### src/rtl/rmq_sqrt_pipe.sv
// ----------------------------------------------------------------------------
// rmq_sqrt_pipe
// Integer square root, one result bit per pipeline stage, with sideband.
// ----------------------------------------------------------------------------
`default_nettype none

module rmq_sqrt_pipe #(
  parameter int SW  = 18,
  parameter int SBW = 8
) (
  input  wire logic              clk,
  input  wire logic              rst_n,
  input  wire logic              en,
  input  wire logic              in_valid,
  input  wire logic [2*SW-1:0]   in_v,
  input  wire logic [SBW-1:0]    in_sb,
  output logic                   out_valid,
  output logic [SW-1:0]          out_s,
  output logic [SBW-1:0]         out_sb
);

  localparam int VW = 2 * SW;

  logic            st_vld  [SW+1];
  logic [SW:0]     st_rem  [SW+1];
  logic [SW-1:0]   st_root [SW+1];
  logic [VW-1:0]   st_v    [SW+1];
  logic [SBW-1:0]  st_sb   [SW+1];

  assign st_vld[0]  = in_valid;
  assign st_rem[0]  = '0;
  assign st_root[0] = '0;
  assign st_v[0]    = in_v;
  assign st_sb[0]   = in_sb;

  for (genvar k = 0; k < SW; k++) begin : g_stage
    logic [SW+2:0] rem_sh;
    logic [SW+2:0] trial;
    logic [SW+2:0] diff;
    logic          ge;

    // bring down the next two radicand bits and try root*4+1
    assign rem_sh = {st_rem[k], st_v[k][VW-1 -: 2]};
    assign trial  = {1'b0, st_root[k], 2'b01};
    assign diff   = rem_sh - trial;
    assign ge     = (rem_sh >= trial);

    always_ff @(posedge clk) begin
      if (!rst_n) begin
        st_vld[k+1] <= 1'b0;
      end else if (en) begin
        st_vld[k+1] <= st_vld[k];
      end
    end

    always_ff @(posedge clk) begin
      if (en) begin
        st_rem[k+1]  <= ge ? diff[SW:0] : rem_sh[SW:0];
        st_root[k+1] <= {st_root[k][SW-2:0], ge};
        st_v[k+1]    <= {st_v[k][VW-3:0], 2'b00};
        st_sb[k+1]   <= st_sb[k];
      end
    end
  end

  assign out_valid = st_vld[SW];
  assign out_s     = st_root[SW];
  assign out_sb    = st_sb[SW];

endmodule

`default_nettype wire

### config.mk
export PLATFORM = sky130hd
export DESIGN_NAME = rmq_sqrt_pipe
export DESIGN_NICKNAME = d
export VERILOG_FILES = /design/src/rtl/rmq_sqrt_pipe.sv
export SDC_FILE = /design/constraint.sdc
export NUM_CORES = 1
export LEC_CHECK = 0
export BUFFER_PORTS_ARGS = -buffer_cell sky130_fd_sc_hd__buf_2
export CAP_MARGIN = 25
export CORE_UTILIZATION = 45
export CTS_BUF_LIST = sky130_fd_sc_hd__clkbuf_4
export CTS_CLUSTER_SIZE = 40
export DETAILED_ROUTE_END_ITERATION = 16
export PLACE_DENSITY = 0.61
export SLEW_MARGIN = 25
export SYNTH_ARGS = -nofsm -noshare
export SYNTH_HDL_FRONTEND = slang
export SYNTH_SLANG_ARGS = --single-unit
### constraint.sdc
create_clock -name clk -period 3.6 [get_ports clk]
set_input_delay 0.54 -clock clk [delete_from_list [all_inputs] [get_ports clk]]
set_output_delay 0.54 -clock clk [all_outputs]
set_load 0.01 [all_outputs]
==> results, run 1 <==
- Setup violations remaining at the end of the flow were counted as 0.
- Subtracting the final worst setup slack from the clock period gives 3240 ps.
- In this run the cell area of the synthesized design comes to 41000 sq um.
- Setup repair after global routing left no endpoint under its margin.
- The required time of the critical path is 4400 ps.
- The overall via count from detail_route is 23702.
- The power density of the placed cells is 569 nW/um^2.
- The biggest area contributor in the post-synthesis netlist is sky130_fd_sc_hd__edfxtp_1.
- STA classifies the critical path endpoint as a flop.
- Across every metal layer, demand over resource in global routing totals 15.8%.
- The number of flops mapped to enable cells by yosys is 922.
- The sequential-to-total area share from yosys stat is 68.4%.
- The most numerous cell in the Yosys netlist is sky130_fd_sc_hd__edfxtp_1.
- The setup slack of the critical path after layout is 359 ps.
- The minimum setup slack among reg-to-reg paths is 360 ps.
- Clock tree synthesis inserted a total of 239 buffers.
- The fraction of the cycle the final worst path needs is 90.0%.
- The most instantiated flip-flop cell in the synthesis netlist is sky130_fd_sc_hd__edfxtp_1.
- For this block, the initial DRC count from the detailed router was 1431.
- The detailed-route wire length is 72600 um.
- In this run the mean area of a mapped cell was 14.1 sq um.
- The post-layout utilization of the core is 51.8%.
- The number of unique standard cell types used by synthesis is 81.
- The Yosys step of the flow raised 0 warnings.
- The pre-antenna-repair detailed-routing pass consisted of 7 iterations.
- The cell leakage power is 18.1 nW.
- Once placement completed, the tool counted placed cells totaling 4141.
- Once layout is complete, the cells apart from fillers number 4619.
- The post-detailed-route count of antenna-violating nets is 0.
- The post-cts sizing count is 0.
- The critical path launch point type is a flop.
- The worst setup slack after placement is 423 ps.
- TritonCTS built the clock tree.
- Clock-pin slew was measured on the worst setup and hold paths at 70 ps.
- The layout net count is 3508.
- The count of mapped cells out of synthesis is 2907.
- The post-detailed-route wirelength per cell is 15.7 um.
- The die outline area is 92300 sq um.
- Buffers inserted to repair hold after CTS numbered 64.
- The maximum fanout count along the critical path is 26.
- The worst clock skew is 55.8 ps.
- The cell at the root of the clock tree is sky130_fd_sc_hd__clkbuf_4.
- The worst hold path class is in -> reg.
- The core region is 90100 sq um.
- The relative slew slack is 41.3%.
- The arrival time of data at the critical path endpoint is 4040 ps.
- The starting utilization of the core area is 45.5%.
- The max-slew violation total from the final report is 0.
- The number of hold violations in the final report was 0.
- After legalization and detailed placement, the total HPWL measured 48900 um.
- The share of async-settable or async-resettable flops after synthesis is 0%.
- The die is 304 um tall.
- Cells with a size suffix above 1 make up 15.1% of the layout.
- The finished cells cover 46700 sq um.
- The floorplan has 110 rows.
- Sorting the synthesized cells by how often they occur yields 922 x sky130_fd_sc_hd__edfxtp_1, 232 x sky130_fd_sc_hd__inv_1, 190 x sky130_fd_sc_hd__ha_1.
- The maximum level of the CTS H-tree is 4.
- The via count of the first global-routing pass is 23888.
- During placement, the flow inserted port buffers numbering 74.
- Synthesis produced a netlist with a net count of 3145.
- The clock latency of the later-clocked register in the worst-skew pair is 1100 ps.
- By area the synthesized netlist is led by sky130_fd_sc_hd__edfxtp_1 68%, sky130_fd_sc_hd__ha_1 5.8%, sky130_fd_sc_hd__xnor2_1 2.6%.
- The maximum clock rate is 0.309 GHz.
- The number of antenna violations at the first check in global routing is 2.
- The area growth from synthesis to final layout is 13.9%.
- After detailed placement, the total cell area comes to 43000 sq um.
- The fraction of synthesized cell area taken by the top area cell type is 67.5%.
- Once the clock tree was built, the setup fixing pass inserted 0 buffers.
- After detailed routing, the number of remaining DRC violations is 0.
- The sink count of the clock tree is 940.
- After routing, the total negative slack on setup checks comes to 0 ps.
- The transition time at the pin with the least slew margin is 881 ps.
- The flow ran to the end, and the final reports show no timing, DRC or antenna violations.
- The number of storage elements in the synthesis netlist is 940.
- The critical path in this run is classified as reg -> reg.
- The post-detailed-route via-to-cell ratio is 5.13.
- The global-route wire length before repair is 118000 um.
- The final weighted congestion in routability-driven placement is 0.859.
- The largest net degree at the start of global routing is 126.
- The number of maximum-capacitance violations is 0.
- The number of top-level pins is 75.
- The final global-route overflow total is 0.
- IR analysis of the VDD net gives a maximum drop of 0.296 mV.
- The floorplan die width is 304 um.
- The worst-case clock buffer depth is 3.
[registers in the layout, summed over array words and instances, names as in the netlist]
name            count
g_stage.rem_sh    335
out_s              18
out_valid           1
g_stage.trial     153
st_vld             17
st_v              272
st_sb             136
out_sb              8
[worst paths after layout]
path / endpoint / start / cells after the start
setup reg to reg: g_stage[12].rem_sh[18]$_DFFE_PP_ / g_stage[11].rem_sh[7]$_DFFE_PP_ / 8
setup / recovery: g_stage[12].rem_sh[18]$_DFFE_PP_ / g_stage[11].rem_sh[7]$_DFFE_PP_ / 8
hold reg to reg: st_v[480]$_DFFE_PP_ / st_v[514]$_DFFE_PP_ / 0
hold / removal: st_v[624]$_DFFE_PP_ / in_v[10] / 2
[layout by cell type (no fill, tap or decap), types with 45 or more instances in the layout]
cell type,count
sky130_fd_sc_hd__edfxtp_1,922
sky130_fd_sc_hd__clkbuf_4,345
sky130_fd_sc_hd__inv_1,232
sky130_fd_sc_hd__ha_1,190
sky130_fd_sc_hd__nor2_1,181
sky130_fd_sc_hd__a21oi_1,147
sky130_fd_sc_hd__nand2_1,140
sky130_fd_sc_hd__xnor2_1,120
sky130_fd_sc_hd__xor2_1,92
sky130_fd_sc_hd__o21ai_0,84
sky130_fd_sc_hd__buf_2,73
sky130_fd_sc_hd__nor3_1,67
sky130_fd_sc_hd__dlygate4sd3_1,64
sky130_fd_sc_hd__o21a_1,55
sky130_fd_sc_hd__a21o_1,48
sky130_fd_sc_hd__nor2b_1,45
[layout make-up]
type	instances	area [sq um]
Fill cell	7520	43500
Sequential cell	940	28000
Multi-Input combinational cell	1679	11800
Clock buffer	345	2590
Tap cell	1176	1470
Timing Repair Buffer	173	1420
Inverter	237	890
Clock inverter	67	425
Antenna cell	2	5.00
[through the flow]
stage / hold WS (ps) / power (W)
6_report: 177 / 0.0265
5_1_grt: 48.7 / 0.0281
4_1_cts: 0.0296 / 0.0270
3_5_place_dp: 405 / 0.0179
3_3_place_gp: 400 / 0.0178
2_1_floorplan: 400 / 0.0167
[cell families (layout without fill, tap and decap cells)]
family | count (synthesis) | in the layout | share of synthesized area [%]
xor+xnor | 212 | 212 | 4.53
other cells | 1 | 3 | 0.00915
fa+ha+maj | 190 | 190 | 5.80
compound gates | 508 | 508 | 7.92
buf+inv | 288 | 822 | 2.73
mux | 75 | 75 | 1.98
flops | 940 | 940 | 68.4
simple gates | 693 | 693 | 8.60
[critical path: stages (launching register included)]
cell,delay (ps)
sky130_fd_sc_hd__edfxtp_1,390
sky130_fd_sc_hd__ha_1,380
sky130_fd_sc_hd__and3_1,270
sky130_fd_sc_hd__nand2_1,100
sky130_fd_sc_hd__or4_1,540
sky130_fd_sc_hd__nand3_1,140
sky130_fd_sc_hd__a2111o_1,700
sky130_fd_sc_hd__nand4_1,230
sky130_fd_sc_hd__xnor2_1,180
[power by group]
group          switching, W  leakage [nW]  internal, W
clock               0.00426          1.80      0.00458
sequential         0.000591          9.00       0.0134
combinational       0.00209          7.25      0.00165
[layer usage]
layer	track usage (%)	part of all wire [%]
met1	20.4	45
met2	25.6	48
met3	3.91	4.9
met4	6.84	2.3
met5	0	0
(Power assumes the default switching activity.)
==> run 2: changes to the inputs <==
==> constraint.sdc (replaced) <==
create_clock -name clk -period 3.75 [get_ports clk]
set_input_delay 0.5625 -clock clk [delete_from_list [all_inputs] [get_ports clk]]
set_output_delay 0.5625 -clock clk [all_outputs]
set_load 0.01 [all_outputs]
==> results, run 2 (synthesized netlist as in run 1, its figures left out) <==
- The run finished with clean final reports.
- The critical path capture point type is a flop.
- The worst-case hold slack is 215 ps (+38.2 ps).
- The floorplan die width came to 304 um (unchanged).
- The starting utilization of the core area came to 45.5% (unchanged).
- The minimum clock period after layout is 3230 ps (-14.0 ps).
- The minimum setup slack among reg-to-reg paths came to 520 ps (+160 ps).
- The logic depth of the worst register-to-register path is 8 (unchanged).
- The number of DRC markers in iteration 0 is 1409 (-1.5%).
- The relative slew slack came to 41.9% (+0.66 points).
- The required time of the critical path was 4550 ps (+150 ps).
- The transition time at the pin with the least slew margin is 871 ps (-9.88 ps).
- The height of the die is 304 um (unchanged).
- The maximum level of the CTS H-tree came to 4 (unchanged).
- The routed length on met1 was 32800 um (+0.30%).
- The flip-flop count of the largest register, all copies and words added is 335 (unchanged).
- The count of placed standard cells including taps was 4152 (+0.27%).
- The critical path launch point type is a flop.
- The hold buffer count at CTS was 49 (-23%).
- The destination of the worst register-to-register timing path is g_stage[9].rem_sh[10]$_DFFE_PP_.
- The peak supply drop is 0.356 mV (+20%).
- The final weighted congestion in routability-driven placement came to 0.876 (+2.0%).
- The number of hold violations in the final report is 0 (unchanged).
- The routed wire length on met2 came to 35200 um (+1.5%).
- The cell leakage power was 18.0 nW (-0.44%).
- The total of buffers placed on input and output ports is 74 (unchanged).
- The setup TNS is 0 ps (unchanged).
- The power density of the placed cells is 541 nW/um^2 (-4.9%).
- The startpoint identified for the worst register-to-register timing path is g_stage[8].rem_sh[6]$_DFFE_PP_.
- The die outline area came to 92300 sq um (unchanged).
- The post-detailed-route DRC marker count is 0 (unchanged).
- The min-delay analysis places its worst path in the category in -> reg.
- The max-slew violation total from the final report came to 0 (unchanged).
- The number of maximum-capacitance violations is 0 (unchanged).
- The area growth from synthesis to final layout is 13.6%.
- The clock buffer count from CTS is 234 (-2.1%).
- The arrival time of data at the critical path endpoint came to 4030 ps (about the same).
- The fraction of the cycle the final worst path needs came to 86.1% (-4.0 points).
- The post-detailed-route count of antenna-violating nets was 0 (unchanged).
- The largest net degree at the start of global routing is 84 (-33%).
- The detailed-route wire length is 72500 um (-0.14%).
- The maximum clock rate is 0.310 GHz (+0.43%).
- The non-filler instance count after layout came to 4611 (-0.17%).
- Tracing the worst setup path back leads to its startpoint at g_stage[8].rem_sh[6]$_DFFE_PP_.
- Setup repair after global routing left no endpoint under its margin.
- The maximum fanout count along the critical path was 14 (-46%).
- The worst clock skew was 68.5 ps (+12.7 ps).
- The cell at the root of the clock tree is sky130_fd_sc_hd__clkbuf_4.
- The fraction of layout instances using a drive strength above 1 is 14.7% (-0.46 points).
- The via count of the first global-routing pass is 24160 (+1.1%).
- The global-route wire length before repair was 119000 um (+0.57%).
- The number of buffers added for setup after CTS is 0 (unchanged).
- The number of top-level pins is 75 (unchanged).
- The clock tree from TritonCTS is built.
- The layout net count is 3500 (-0.23%).
- Routed signal wires occupy layers up through met4.
- The number of cells traversed by the worst hold path is 2 (unchanged).
- In this run the most critical hold path is launched from in_v[33].
- The total half-perimeter wirelength after legalization and detailed placement is 49700 um (+1.6%).
- The global-route usage over all layers is 15.9% (+0.040 points).
- The post-detailed-route via-to-cell ratio is 5.15 (+0.38%).
- The sink count of the clock tree is 940 (unchanged).
- The overall via count from detail_route was 23750 (+0.20%).
- The clock latency of the later-clocked register in the worst-skew pair is 1090 ps (about the same).
- The register clock-pin slew on the reported worst setup and hold paths is 70 ps (about the same).
- The end point of the worst hold path is g_stage[1].rem_sh[1]$_DFFE_PP_.
- The number of iterations in the first detailed-routing pass is 5 (-2).
- The total power is 0.0252 W (-5.2%).
- The post-cts sizing count is 0 (unchanged).
- The post-layout utilization of the core came to 51.6% (-0.15 points).
- The most frequent standard cell in the layout excluding fill and tap cells is sky130_fd_sc_hd__edfxtp_1.
- The core area came to 90100 sq um (unchanged).
- The worst-case clock buffer depth was 3 (unchanged).
- The number of rows created at floorplan was 110 (unchanged).
- The post-detailed-route wirelength per cell is 15.7 um (about the same).
- The final setup violation count was 0 (unchanged).
- Leaving out fill and tap cells, the most frequent cells in the layout are 922 x sky130_fd_sc_hd__edfxtp_1, 318 x sky130_fd_sc_hd__clkbuf_4, 232 x sky130_fd_sc_hd__inv_1.
- The routed wire length on met3 came to 3370 um (-4.8%).
- The number of antenna violations at the first check in global routing is 1 (-1).
- The class of the most critical setup path is reg -> reg.
- The final global-route overflow total is 0 (unchanged).
run 2: changes by cell type in the layout (fill, tap and decap cells not counted), sizes merged:
| cell | previous run | this run |
|---|---|---|
| bufinv | 2 | 3 |
| buf | 109 | 120 |
| clkbuf | 345 | 318 |
| diode | 2 | 1 |
| clkinv | 54 | 77 |
| dlygate4sd3 | 64 | 49 |
run 2: report_power, final:
| group | internal (W) | total (W) | switching (W) |
|---|---|---|---|
| logic | 0.00160 | 0.00361 | 0.00201 |
| registers | 0.0128 | 0.0134 | 0.000575 |
| clock network | 0.00415 | 0.00814 | 0.00399 |
run 2: metrics by stage:
stage	instance area [sq um]	worst slack, ps
6_report	46500	523
5_1_grt	46500	272
4_1_cts	46500	491
3_5_place_dp	43200	516
3_3_place_gp	43200	627
2_1_floorplan	41000	957
run 2: layout make-up:
| class | instances | area [sq um] |
|---|---|---|
| fill | 7538 | 43600 |
| sequential | 940 | 28000 |
| multi-input combinational | 1679 | 11800 |
| clock buffer | 317 | 2380 |
| tap | 1176 | 1470 |
| timing repair buffer | 170 | 1420 |
| inverter | 237 | 890 |
| clock inverter | 91 | 497 |
| antenna | 1 | 2.50 |
run 2: worst max-delay path: stages, from the launching register on:
cell and delay (ps):
sky130_fd_sc_hd__edfxtp_1 410, sky130_fd_sc_hd__ha_1 380, sky130_fd_sc_hd__a21oi_1 300, sky130_fd_sc_hd__o21ai_0 140
sky130_fd_sc_hd__a311o_1 400, sky130_fd_sc_hd__nor3_1 660, sky130_fd_sc_hd__inv_2 290, sky130_fd_sc_hd__o31a_1 180
sky130_fd_sc_hd__a22o_1 200
run 2: worst max-delay path by stage:
stage                                             endpoint
after CTS                 g_stage[15].rem_sh[12]$_DFFE_PP_
final                      g_stage[9].rem_sh[10]$_DFFE_PP_
after detailed placement   g_stage[15].rem_sh[4]$_DFFE_PP_
after floorplan           g_stage[15].rem_sh[12]$_DFFE_PP_
after global routing       g_stage[9].rem_sh[10]$_DFFE_PP_
after global placement     g_stage[15].rem_sh[5]$_DFFE_PP_
run 2: routing by layer:
metal  track usage (%)  up-vias
met4              6.42        0
met5                 0        -
li1                  -    11721
met3              3.75       83
met1              20.3    11430
met2              26.1      516
